==> src/hdl/lpud_pkg.sv <==
package lpud_pkg;

   // Allowed range of the next UTF-8 continuation byte
   typedef enum logic [2:0] {
      RANGE_80_BF = 3'd0,
      RANGE_A0_BF = 3'd1,
      RANGE_80_9F = 3'd2,
      RANGE_90_BF = 3'd3,
      RANGE_80_8F = 3'd4
   } range_type;

   typedef struct packed {
      logic [1:0] pending;
      range_type  next_range;
      logic       bad;
   } utf8_state_type;

   localparam utf8_state_type UTF8_IDLE = '{pending: 2'd0, next_range: RANGE_80_BF, bad: 1'b0};

   localparam logic [1:0] KIND_HEADER  = 2'd0;
   localparam logic [1:0] KIND_PAYLOAD = 2'd1;
   localparam logic [1:0] KIND_DISCARD = 2'd2;

   localparam logic [2:0] STATUS_OK         = 3'd0;
   localparam logic [2:0] STATUS_ZERO_LEN   = 3'd1;
   localparam logic [2:0] STATUS_TOO_LARGE  = 3'd2;
   localparam logic [2:0] STATUS_BAD_UTF8   = 3'd3;
   localparam logic [2:0] STATUS_FAILED     = 3'd4;

   localparam int HEADER_BITS = 24;
   localparam logic [1:0] HEADER_LAST = 2'd3;

endpackage

==> src/hdl/lpud_utf8.sv <==
// One step of the strict UTF-8 decoder: take a byte, give the next state.
module lpud_utf8 (
   input  lpud_pkg::utf8_state_type cur,
   input  logic [7:0]               data,
   output lpud_pkg::utf8_state_type nxt
);

   logic cont_ok;

   always_comb begin
      case (cur.next_range)
         lpud_pkg::RANGE_A0_BF: cont_ok = (data >= 8'hA0) && (data <= 8'hBF);
         lpud_pkg::RANGE_80_9F: cont_ok = (data >= 8'h80) && (data <= 8'h9F);
         lpud_pkg::RANGE_90_BF: cont_ok = (data >= 8'h90) && (data <= 8'hBF);
         lpud_pkg::RANGE_80_8F: cont_ok = (data >= 8'h80) && (data <= 8'h8F);
         default:               cont_ok = (data >= 8'h80) && (data <= 8'hBF);
      endcase
   end

   always_comb begin
      nxt            = cur;
      nxt.next_range = lpud_pkg::RANGE_80_BF;
      if (cur.pending != 2'd0) begin
         // continuation expected: count down, or flag and restart idle
         if (cont_ok) begin
            nxt.pending = cur.pending - 2'd1;
         end else begin
            nxt.bad     = 1'b1;
            nxt.pending = 2'd0;
         end
      end else if (data < 8'h80) begin
         nxt.pending = 2'd0;
      end else if ((data >= 8'hC2) && (data <= 8'hDF)) begin
         nxt.pending = 2'd1;
      end else if (data == 8'hE0) begin
         nxt.pending    = 2'd2;
         nxt.next_range = lpud_pkg::RANGE_A0_BF;
      end else if (data == 8'hED) begin
         nxt.pending    = 2'd2;
         nxt.next_range = lpud_pkg::RANGE_80_9F;
      end else if ((data >= 8'hE1) && (data <= 8'hEF)) begin
         nxt.pending = 2'd2;
      end else if (data == 8'hF0) begin
         nxt.pending    = 2'd3;
         nxt.next_range = lpud_pkg::RANGE_90_BF;
      end else if ((data >= 8'hF1) && (data <= 8'hF3)) begin
         nxt.pending = 2'd3;
      end else if (data == 8'hF4) begin
         nxt.pending    = 2'd3;
         nxt.next_range = lpud_pkg::RANGE_80_8F;
      end else begin
         nxt.bad = 1'b1;
      end
   end

endmodule

==> src/hdl/length_prefixed_utf8_deframer_core.sv <==
// Length-prefixed frame deframer with strict UTF-8 payload checking.
//
// req_*  : one raw stream byte per word. Each frame is a 4-byte big-endian
//          length followed by that many payload bytes.
// rsp_*  : one result word per input word. tdata carries the echoed payload
//          byte and the frame status, tuser the byte kind (header, payload,
//          discarded), tlast marks the last payload byte of a frame.
// csr_*  : write the largest accepted payload length; write only while idle.
//
// Latency is two register stages: an accepted word passes the input register
// and then the result register, whose valid bit drives rsp_tvalid.
// The stages are an input register, then one pass of decode (32-bit length
// compare, remaining-count decrement, UTF-8 step) into the result register.
// Throughput is one word per cycle while the receiver keeps rsp_tready high.
// When the receiver stalls, the result register holds and the input register
// still takes one more word; req_tready falls only when both are full.
// Reset clears both stages, the frame state and the failed flag, and loads
// the length limit with its default. After a length or UTF-8 error every
// later word is discarded with status "already failed" until reset.
module length_prefixed_utf8_deframer_core #(
   parameter logic [31:0] MAX_PAYLOAD_RESET = 32'd1048576
) (
   input  logic        clock,
   input  logic        reset,
   // req_tdata: [7:0] data_byte
   input  logic        req_tvalid,
   output logic        req_tready,
   input  logic [7:0]  req_tdata,
   // rsp_tdata: [7:0] payload_byte, [10:8] frame_status, [15:11] zero
   output logic        rsp_tvalid,
   input  logic        rsp_tready,
   output logic [15:0] rsp_tdata,
   // rsp_tuser: [1:0] byte_kind
   output logic [1:0]  rsp_tuser,
   output logic        rsp_tlast,
   input  logic        csr_wr_en,
   input  logic [31:0] csr_wr_data
);

   // Configuration
   logic [31:0] max_len_ff;

   // Input register
   logic       in_valid_ff;
   logic [7:0] in_byte_ff;

   // Frame state
   logic [lpud_pkg::HEADER_BITS-1:0] header_shift_ff, header_shift_in;
   logic [1:0]                       header_count_ff, header_count_in;
   logic [31:0]                      remaining_ff, remaining_in;
   lpud_pkg::utf8_state_type         utf8_ff, utf8_in, utf8_step;
   logic                             failed_ff, failed_in;

   // Result register
   logic       out_valid_ff;
   logic [7:0] out_byte_ff, out_byte_in;
   logic [1:0] out_kind_ff, out_kind_in;
   logic       out_last_ff, out_last_in;
   logic [2:0] out_status_ff, out_status_in;

   logic        advance;
   logic [31:0] frame_len;

   // Advance the decode stage whenever the input register holds a word and the result register is free or drains.
   assign advance    = in_valid_ff && (!out_valid_ff || rsp_tready);
   assign req_tready = !in_valid_ff || advance;

   assign frame_len = {header_shift_ff, in_byte_ff};

   lpud_utf8 u_utf8 (
      .cur  (utf8_ff),
      .data (in_byte_ff),
      .nxt  (utf8_step)
   );

   always_comb begin
      header_shift_in = header_shift_ff;
      header_count_in = header_count_ff;
      remaining_in    = remaining_ff;
      utf8_in         = utf8_ff;
      failed_in       = failed_ff;
      out_byte_in     = 8'd0;
      out_kind_in     = lpud_pkg::KIND_HEADER;
      out_last_in     = 1'b0;
      out_status_in   = lpud_pkg::STATUS_OK;

      if (failed_ff) begin
         // sticky failure: drop everything
         out_kind_in   = lpud_pkg::KIND_DISCARD;
         out_status_in = lpud_pkg::STATUS_FAILED;
      end else if (remaining_ff == 32'd0) begin
         if (header_count_ff != lpud_pkg::HEADER_LAST) begin
            header_shift_in = {header_shift_ff[lpud_pkg::HEADER_BITS-9:0], in_byte_ff};
            header_count_in = header_count_ff + 2'd1;
         end else begin
            // fourth header byte: check the length, zero before the limit
            header_shift_in = '0;
            header_count_in = 2'd0;
            utf8_in         = lpud_pkg::UTF8_IDLE;
            if (frame_len == 32'd0) begin
               out_status_in = lpud_pkg::STATUS_ZERO_LEN;
               failed_in     = 1'b1;
            end else if (frame_len > max_len_ff) begin
               out_status_in = lpud_pkg::STATUS_TOO_LARGE;
               failed_in     = 1'b1;
            end else begin
               remaining_in = frame_len;
            end
         end
      end else begin
         out_kind_in  = lpud_pkg::KIND_PAYLOAD;
         out_byte_in  = in_byte_ff;
         utf8_in      = utf8_step;
         remaining_in = remaining_ff - 32'd1;
         if (remaining_ff == 32'd1) begin
            // last payload byte: report the UTF-8 verdict, reset the decoder
            out_last_in = 1'b1;
            utf8_in     = lpud_pkg::UTF8_IDLE;
            if (utf8_step.bad || (utf8_step.pending != 2'd0)) begin
               out_status_in = lpud_pkg::STATUS_BAD_UTF8;
               failed_in     = 1'b1;
            end
         end
      end
   end

   always_ff @(posedge clock) begin
      if (reset) begin
         max_len_ff <= MAX_PAYLOAD_RESET;
      end else if (csr_wr_en) begin
         max_len_ff <= csr_wr_data;
      end
   end

   always_ff @(posedge clock) begin
      if (reset) begin
         in_valid_ff <= 1'b0;
      end else if (req_tready) begin
         in_valid_ff <= req_tvalid;
      end
   end

   always_ff @(posedge clock) begin
      if (req_tready && req_tvalid) begin
         in_byte_ff <= req_tdata;
      end
   end

   always_ff @(posedge clock) begin
      if (reset) begin
         header_shift_ff <= '0;
         header_count_ff <= 2'd0;
         remaining_ff    <= 32'd0;
         utf8_ff         <= lpud_pkg::UTF8_IDLE;
         failed_ff       <= 1'b0;
      end else if (advance) begin
         header_shift_ff <= header_shift_in;
         header_count_ff <= header_count_in;
         remaining_ff    <= remaining_in;
         utf8_ff         <= utf8_in;
         failed_ff       <= failed_in;
      end
   end

   always_ff @(posedge clock) begin
      if (reset) begin
         out_valid_ff <= 1'b0;
      end else if (advance) begin
         out_valid_ff <= 1'b1;
      end else if (rsp_tready) begin
         out_valid_ff <= 1'b0;
      end
   end

   always_ff @(posedge clock) begin
      if (advance) begin
         out_byte_ff   <= out_byte_in;
         out_kind_ff   <= out_kind_in;
         out_last_ff   <= out_last_in;
         out_status_ff <= out_status_in;
      end
   end

   assign rsp_tvalid = out_valid_ff;
   assign rsp_tdata  = {5'd0, out_status_ff, out_byte_ff};
   assign rsp_tuser  = out_kind_ff;
   assign rsp_tlast  = out_last_ff;

   // Once failed, stay failed until reset.
   a_failed_sticky: assert property (@(posedge clock) disable iff (reset)
      failed_ff |=> failed_ff)
      else $error("failed flag dropped without reset");

   // A partly gathered header only exists outside a payload.
   a_header_outside_payload: assert property (@(posedge clock) disable iff (reset)
      (header_count_ff != 2'd0) |-> (remaining_ff == 32'd0))
      else $error("header bytes gathered during payload");

   // The UTF-8 decoder is only mid-sequence while payload remains.
   a_utf8_in_payload: assert property (@(posedge clock) disable iff (reset)
      (utf8_ff.pending != 2'd0) |-> (remaining_ff != 32'd0))
      else $error("UTF-8 sequence open outside payload");

   // Frame end marks only payload words.
   a_last_is_payload: assert property (@(posedge clock) disable iff (reset)
      (out_valid_ff && out_last_ff) |-> (out_kind_ff == lpud_pkg::KIND_PAYLOAD))
      else $error("frame end on a non-payload word");

   // Discarded words always carry the already-failed status.
   a_discard_status: assert property (@(posedge clock) disable iff (reset)
      (out_valid_ff && (out_kind_ff == lpud_pkg::KIND_DISCARD))
         |-> (out_status_ff == lpud_pkg::STATUS_FAILED))
      else $error("discarded word without failed status");

endmodule
==> config.mk <==
export PLATFORM = sky130hd
export DESIGN_NAME = length_prefixed_utf8_deframer_core
export DESIGN_NICKNAME = d
export VERILOG_FILES = /design/src/hdl/lpud_pkg.sv /design/src/hdl/lpud_utf8.sv /design/src/hdl/length_prefixed_utf8_deframer_core.sv
export SDC_FILE = /design/constraint.sdc
export NUM_CORES = 1
export LEC_CHECK = 0
export BUFFER_PORTS_ARGS = -buffer_cell sky130_fd_sc_hd__buf_2
export CAP_MARGIN = 20
export CORE_MARGIN = 5
export CORE_UTILIZATION = 59
export DETAILED_ROUTE_END_ITERATION = 12
export HOLD_SLACK_MARGIN = 0.08
export PLACE_DENSITY = 0.78
export SETUP_SLACK_MARGIN = 0.1
export SYNTH_ARGS = -nofsm -noshare
export SYNTH_HDL_FRONTEND = slang
export SYNTH_SLANG_ARGS = --single-unit
==> constraint.sdc <==
create_clock -name clock -period 3.4 [get_ports clock]
set_input_delay 0.85 -clock clock [delete_from_list [all_inputs] [get_ports clock]]
set_output_delay 0.85 -clock clock [all_outputs]
set_load 0.005 [all_outputs]
After elaboration in Yosys (flattened, before gate mapping)
Index checks and enable logic that the tools add are counted.
{"block": "totals", "regBits": 121, "out_inout_bits": 21, "word_cells": 139}
{"block": "op_classes", "add_sub_neg": 3, "n_lt_le_gt_ge": 14, "eq_ne": 13, "n_mux": 69, "n_bitwise": 1, "reduce_logical": 24}
{"op": "$mux 32", "count": 4}
{"op": "$mux 5", "count": 18}
{"op": "$logic_not 32->1", "count": 2}
{"op": "$ge 8x8->1 const B", "count": 6}
{"op": "$le 8x8->1 const B", "count": 6}
{"op": "$mux 4", "count": 11}
{"op": "$eq 32x1->1 const B", "count": 1}
{"op": "$eq 8x8->1 const B", "count": 4}
{"op": "$gt 32x32->1", "count": 1}
{"op": "$sub 32x1->32 const B", "count": 1}
{"op": "$mux 2", "count": 12}
{"op": "$mux 24", "count": 1}
{"op": "$mux 6", "count": 3}
{"op": "$mux 1", "count": 17}
{"op": "$logic_and 1x1->1", "count": 10}
{"op": "$lt 8x8->1 const B", "count": 1}
{"op": "$ne 2x2->1 const B", "count": 4}
{"op": "$eq 3x2->1 const B", "count": 2}
{"op": "$mux 3", "count": 2}
{"op": "$reduce_and 3->1", "count": 2}
{"op": "$reduce_bool 2->1", "count": 3}
{"op": "$reduce_and 5->1", "count": 1}
{"op": "$pmux 1 s4", "count": 1}
{"op": "$eq 3x1->1 const B", "count": 1}
{"op": "7 further kinds", "count": 10}

Depth between registers and ports, before layout
{"block": "logic_depth", "depth_word": 37, "ltp_mapped": 12, "depth_no_buf": 10}

By module
A second synthesis with hierarchy kept.
{"block": "hier_totals", "hier_cells": 718, "area_unflattened_um2": 6312.3}
{"mod": "length_prefixed_utf8_deframer_core", "n_inst": 1, "cells_per_inst": 681, "area_per_inst_um2": 6060.8, "seq_area_each_um2": 2612.5}
{"mod": "lpud_utf8", "n_inst": 1, "cells_per_inst": 37, "area_per_inst_um2": 251.5, "seq_area_each_um2": 0.0}

Worst setup path before layout
Ideal clock, no wire load.
{"block": "synth_timing", "path_type": "input port to flip-flop", "start": "in rsp_tready", "end": "reg remaining_ff[20]", "setup_time_ns": 0.117, "arrival_time_ns": 2.917, "required_time_ns": 3.283, "path_slack_ns": 0.366, "cell_stages": 8, "n_path_buf": 0, "path_cell_list": "nor2b_1 > nor2b_1 > and2_0 > o21ai_4 > a21oi_2 > nand2_4 > or3_1 > a32o_1"}
{"block": "synth_via", "elab_chain_cells": 3}
{"element": "start, declared", "line_no": "length_prefixed_utf8_deframer_core.sv:31", "rtl": "input logic rsp_tready,"}
{"element": "$logic_or 1x1->1", "line_no": "length_prefixed_utf8_deframer_core.sv:65", "rtl": "assign advance = in_valid_ff && (!out_valid_ff || rsp_tready);"}
{"element": "$logic_and 1x1->1", "line_no": "length_prefixed_utf8_deframer_core.sv:65"}
{"element": "net advance", "line_no": "length_prefixed_utf8_deframer_core.sv:61", "rtl": "logic advance;"}
{"element": "$reduce_and 5->1 (no source line)"}
{"element": "end signal, assigned", "line_no": "length_prefixed_utf8_deframer_core.sv:159", "rtl": "remaining_ff <= remaining_in;"}
{"element": "end, declared", "line_no": "length_prefixed_utf8_deframer_core.sv:50", "rtl": "logic [31:0] remaining_ff, remaining_in;"}
The timed path passes the listed nets, and every way through them passes these cells.
A chain may end at the register's enable or synchronous reset.

Worst setup path in the final report
{"block": "layout_timing", "start": "reg remaining_ff[0]", "end": "reg remaining_ff[20]"}
{"block": "layout_via", "elab_chain_cells": 3}
{"element": "branches (longest 3 deep; another with $sub 32x1->32)"}
Several ways; the timed one is not identified.

==> flow_summary.toml <==
[critical_path]
cp-startpoint = "remaining_ff[0]$_SDFFE_PP0P_"
worst_setup_path_end_kind = "flop"
crit_required_ns = 3.82
timing.critical_path.mode_cell = "buf_4"
start_kind = "flop"
path_cells = "inv_1, ha_1, or3b_1, nor4b_4, buf_4, nand3_4, o21ai_4, buf_4, a21oi_2, nand2_8, or3_1, a32o_1"
cp_num_buf_inv = 3
crit_fanout = 34
r2r_slack_ns = 0.25
r2r-start = "remaining_ff[0]$_SDFFE_PP0P_"
critPathKind = "reg2reg"
slowest_delay_ns = 0.42
cp_slowest_cell = "dfxtp_1"
cp.arrival_ns = 3.57
crit_family = "simple AND/OR/NAND/NOR gates"

[power]
p_total_w = 0.00625
p_leak_nw = 3.06
power-per-cell-area_nw_per_um2 = 842
peakVddDrop_mv = 0.480

[clock_tree]
cts_buffers = 17
clkTransAtPathRegs_ns = 0.06
htree_levels = 4
clock_latency_ns = 0.54
cts_root_buf = "clkbuf_8"
clk_path_buf_depth = 2
cts.sinks = 120
tritoncts = "built"

[yosys]
syn_area_per_cell_sq_um = 8.58
synth_adder_area_share_pct = 6.95
muxShareOfSynthArea_pct = 5.40
synth_top_family_by_area = "simple AND/OR/NAND/NOR gates"
synth-simple-area-share_pct = 23.8
yosysWarnings = 0
synth_top_area_cell = "dfxtp_1"
async_reset_ff_share_pct = 0
synth_xor_area_share_pct = 0
yosysMostFrequentCell = "dfxtp_1"
yosysTopAreaCellShare_pct = 30.6
ys.flop_type = "dfxtp_1"
synth_edf_count = 21
ys_seq_elements = 120
synth_cells = 756
seq_area_frac_synth_pct = 40.3
synth_area_sq_um = 6480
synthTopCellsByArea = "dfxtp_1 31%, edfxtp_1 9.7%, ha_1 6.9%, a21oi_1 6.3%, mux2i_1 5.4%"
synth_cell_types = 67
synth-compound-area-share_pct = 17.1
ys_top_cells_by_count = "99 x dfxtp_1, 93 x nor2_1, 82 x a21oi_1"

[timing]
rsz0062_at_grt = "false"
setup_viol = 0
period_needed_ns = 3.15
max_freq_ghz = 0.318
setup-tns-final_ns = 0
hold_violations = 0
layout_worst_path_cycle_share_pct = 92.5
slew_violations = 0
tightest_slew_ns = 0.908
slew_headroom_pct = 39.5
skew_ns = 0.00436

[die]
dieHeight_um = 115
die_x_um = 115
core-area_sq_um = 10800
fp.dieArea_sq_um = 13200
initial_utilization_pct = 60.1
io_pins = 66
row_count = 38

[final_layout]
drive_gt1_share_pct = 15.0
diodes = 0
final_cells = 962
nets = 890
fin_area_sq_um = 7420
fin_util_pct = 68.7
fillers = 821
area_delta_synth_final_pct = 14.4

[grt]
grt_pass1_wl_mm = 28.0
grt_max_degree = 52
overflow = 0
grt_pass1_vias = 5866
antenna_found_initial = 0
grt_use_total_pct = 26.7

[detailed_routing]
route.detailed.drc = 0
drt_pass1_iterations = 6
avgRoutedWirePerCell_um = 18.0
wl_mm = 17.4
vias = 5919
final_antenna_net_count = 0
vias_per_cell = 6.15
drtIter0Drc = 546

[worst_hold_path]
min_from = "remaining_ff[24]$_SDFFE_PP0P_"
hold_path.class = "reg2reg"

[place]
gp_congestion = 0.917
place_hpwl_mm = 12.0
io_buffers = 60
place_area_sq_um = 6860
place_inst = 928

[run]
maxCapViolations = 0

[status]
status = "finished, final reports clean"
## cells in the final DEF (no fill, tap or decap), drive strengths merged, types with 17 or more instances in the layout
cell type	synthesis	final
nor3	40	40
o21ai	31	31
nor2	95	95
edfxtp	21	21
dfxtp	99	99
buf	22	80
ha	36	36
inv	40	40
a21oi	83	83
nor4	17	17
mux2i	35	35
nor3b	23	23
clkbuf	28	20
nand2	58	58
## metal layers
layer  part of all wire (%)  vias to the layer above  GRT usage [%]
li1                       -                     2827              -
met3                    7.8                       54           6.26
met5                      0                        -              0
met4                    3.3                        0           12.4
met1                     40                     2789           31.3
met2                     49                      249           46.3
## state kept, by name, indices dropped and copies added (netlist names)
signal and flops:
out_byte_ff 8, in_byte_ff 8, in_valid_ff 1, max_len_ff 32
header_shift_ff 24, rsp_tvalid 1, remaining_ff 32, rsp_tlast 1
utf8_ff 6, header_count_ff 2, rsp_tuser 2, out_status_ff 2
failed_ff 1
## path summary, 6_finish.rpt
kind / end / depth (start not counted)
min: remaining_ff[24]$_SDFFE_PP0P_ / 2
min reg2reg: remaining_ff[24]$_SDFFE_PP0P_ / 2
max reg2reg: remaining_ff[20]$_SDFFE_PP0P_ / 12
max: remaining_ff[20]$_SDFFE_PP0P_ / 12
## logic make-up (layout without fill, tap and decap cells)
| logic type | after synthesis | in the layout |
|---|---|---|
| other | 1 | 5 |
| adder cells (fa/ha/maj) | 36 | 36 |
| AO/OA/AOI/OAI | 176 | 176 |
| AND/OR/NAND/NOR | 297 | 297 |
| flip-flops | 120 | 120 |
| buffers and inverters | 91 | 153 |
| multiplexers | 35 | 35 |
## tightest hold or removal path, cell delays in order, from the launching register on
cell and delay, ns:
dfxtp_1 0.31, o41ai_1 0.06, a21oi_1 0.06
## power by group
part / switching [W] / internal [W] / leakage [nW] / total (W)
logic: 0.00177 / 0.00104 / 1.79 / 0.00281
clock network: 0.000620 / 0.000986 / 0.264 / 0.00161
registers: 0.000175 / 0.00166 / 1.01 / 0.00183
## per-stage QoR
| stage | hold WS, ns | setup slack (ns) |
|---|---|---|
| 6_report | 0.477 | 0.254 |
| 4_1_cts | 0.470 | 0.181 |
| 3_3_place_gp | 0.456 | 0.163 |
| 2_1_floorplan | 0.442 | 0.366 |
| 3_5_place_dp | 0.463 | 0.0841 |
| 5_1_grt | 0.478 | 0.133 |
## final cells by class
class	instances	area (sq um)	area share, %
Tap cell	140	175	2.36
Sequential cell	120	2610	35.2
Multi-Input combinational cell	549	3480	47.0
Timing Repair Buffer	80	463	6.24
Inverter	41	154	2.08
Clock inverter	12	82.6	1.11
Clock buffer	20	445	6.01
## timing repair
action | CTS | global route
hold buffers | 0 | 0
gates resized for setup | 2 | 0
pin swaps | 0 | 1
setup endpoints to repair | 5 | 26
buffers inserted | 0 | 2
gates cloned | 0 | 0
Power figures use the tool's default switching activity.
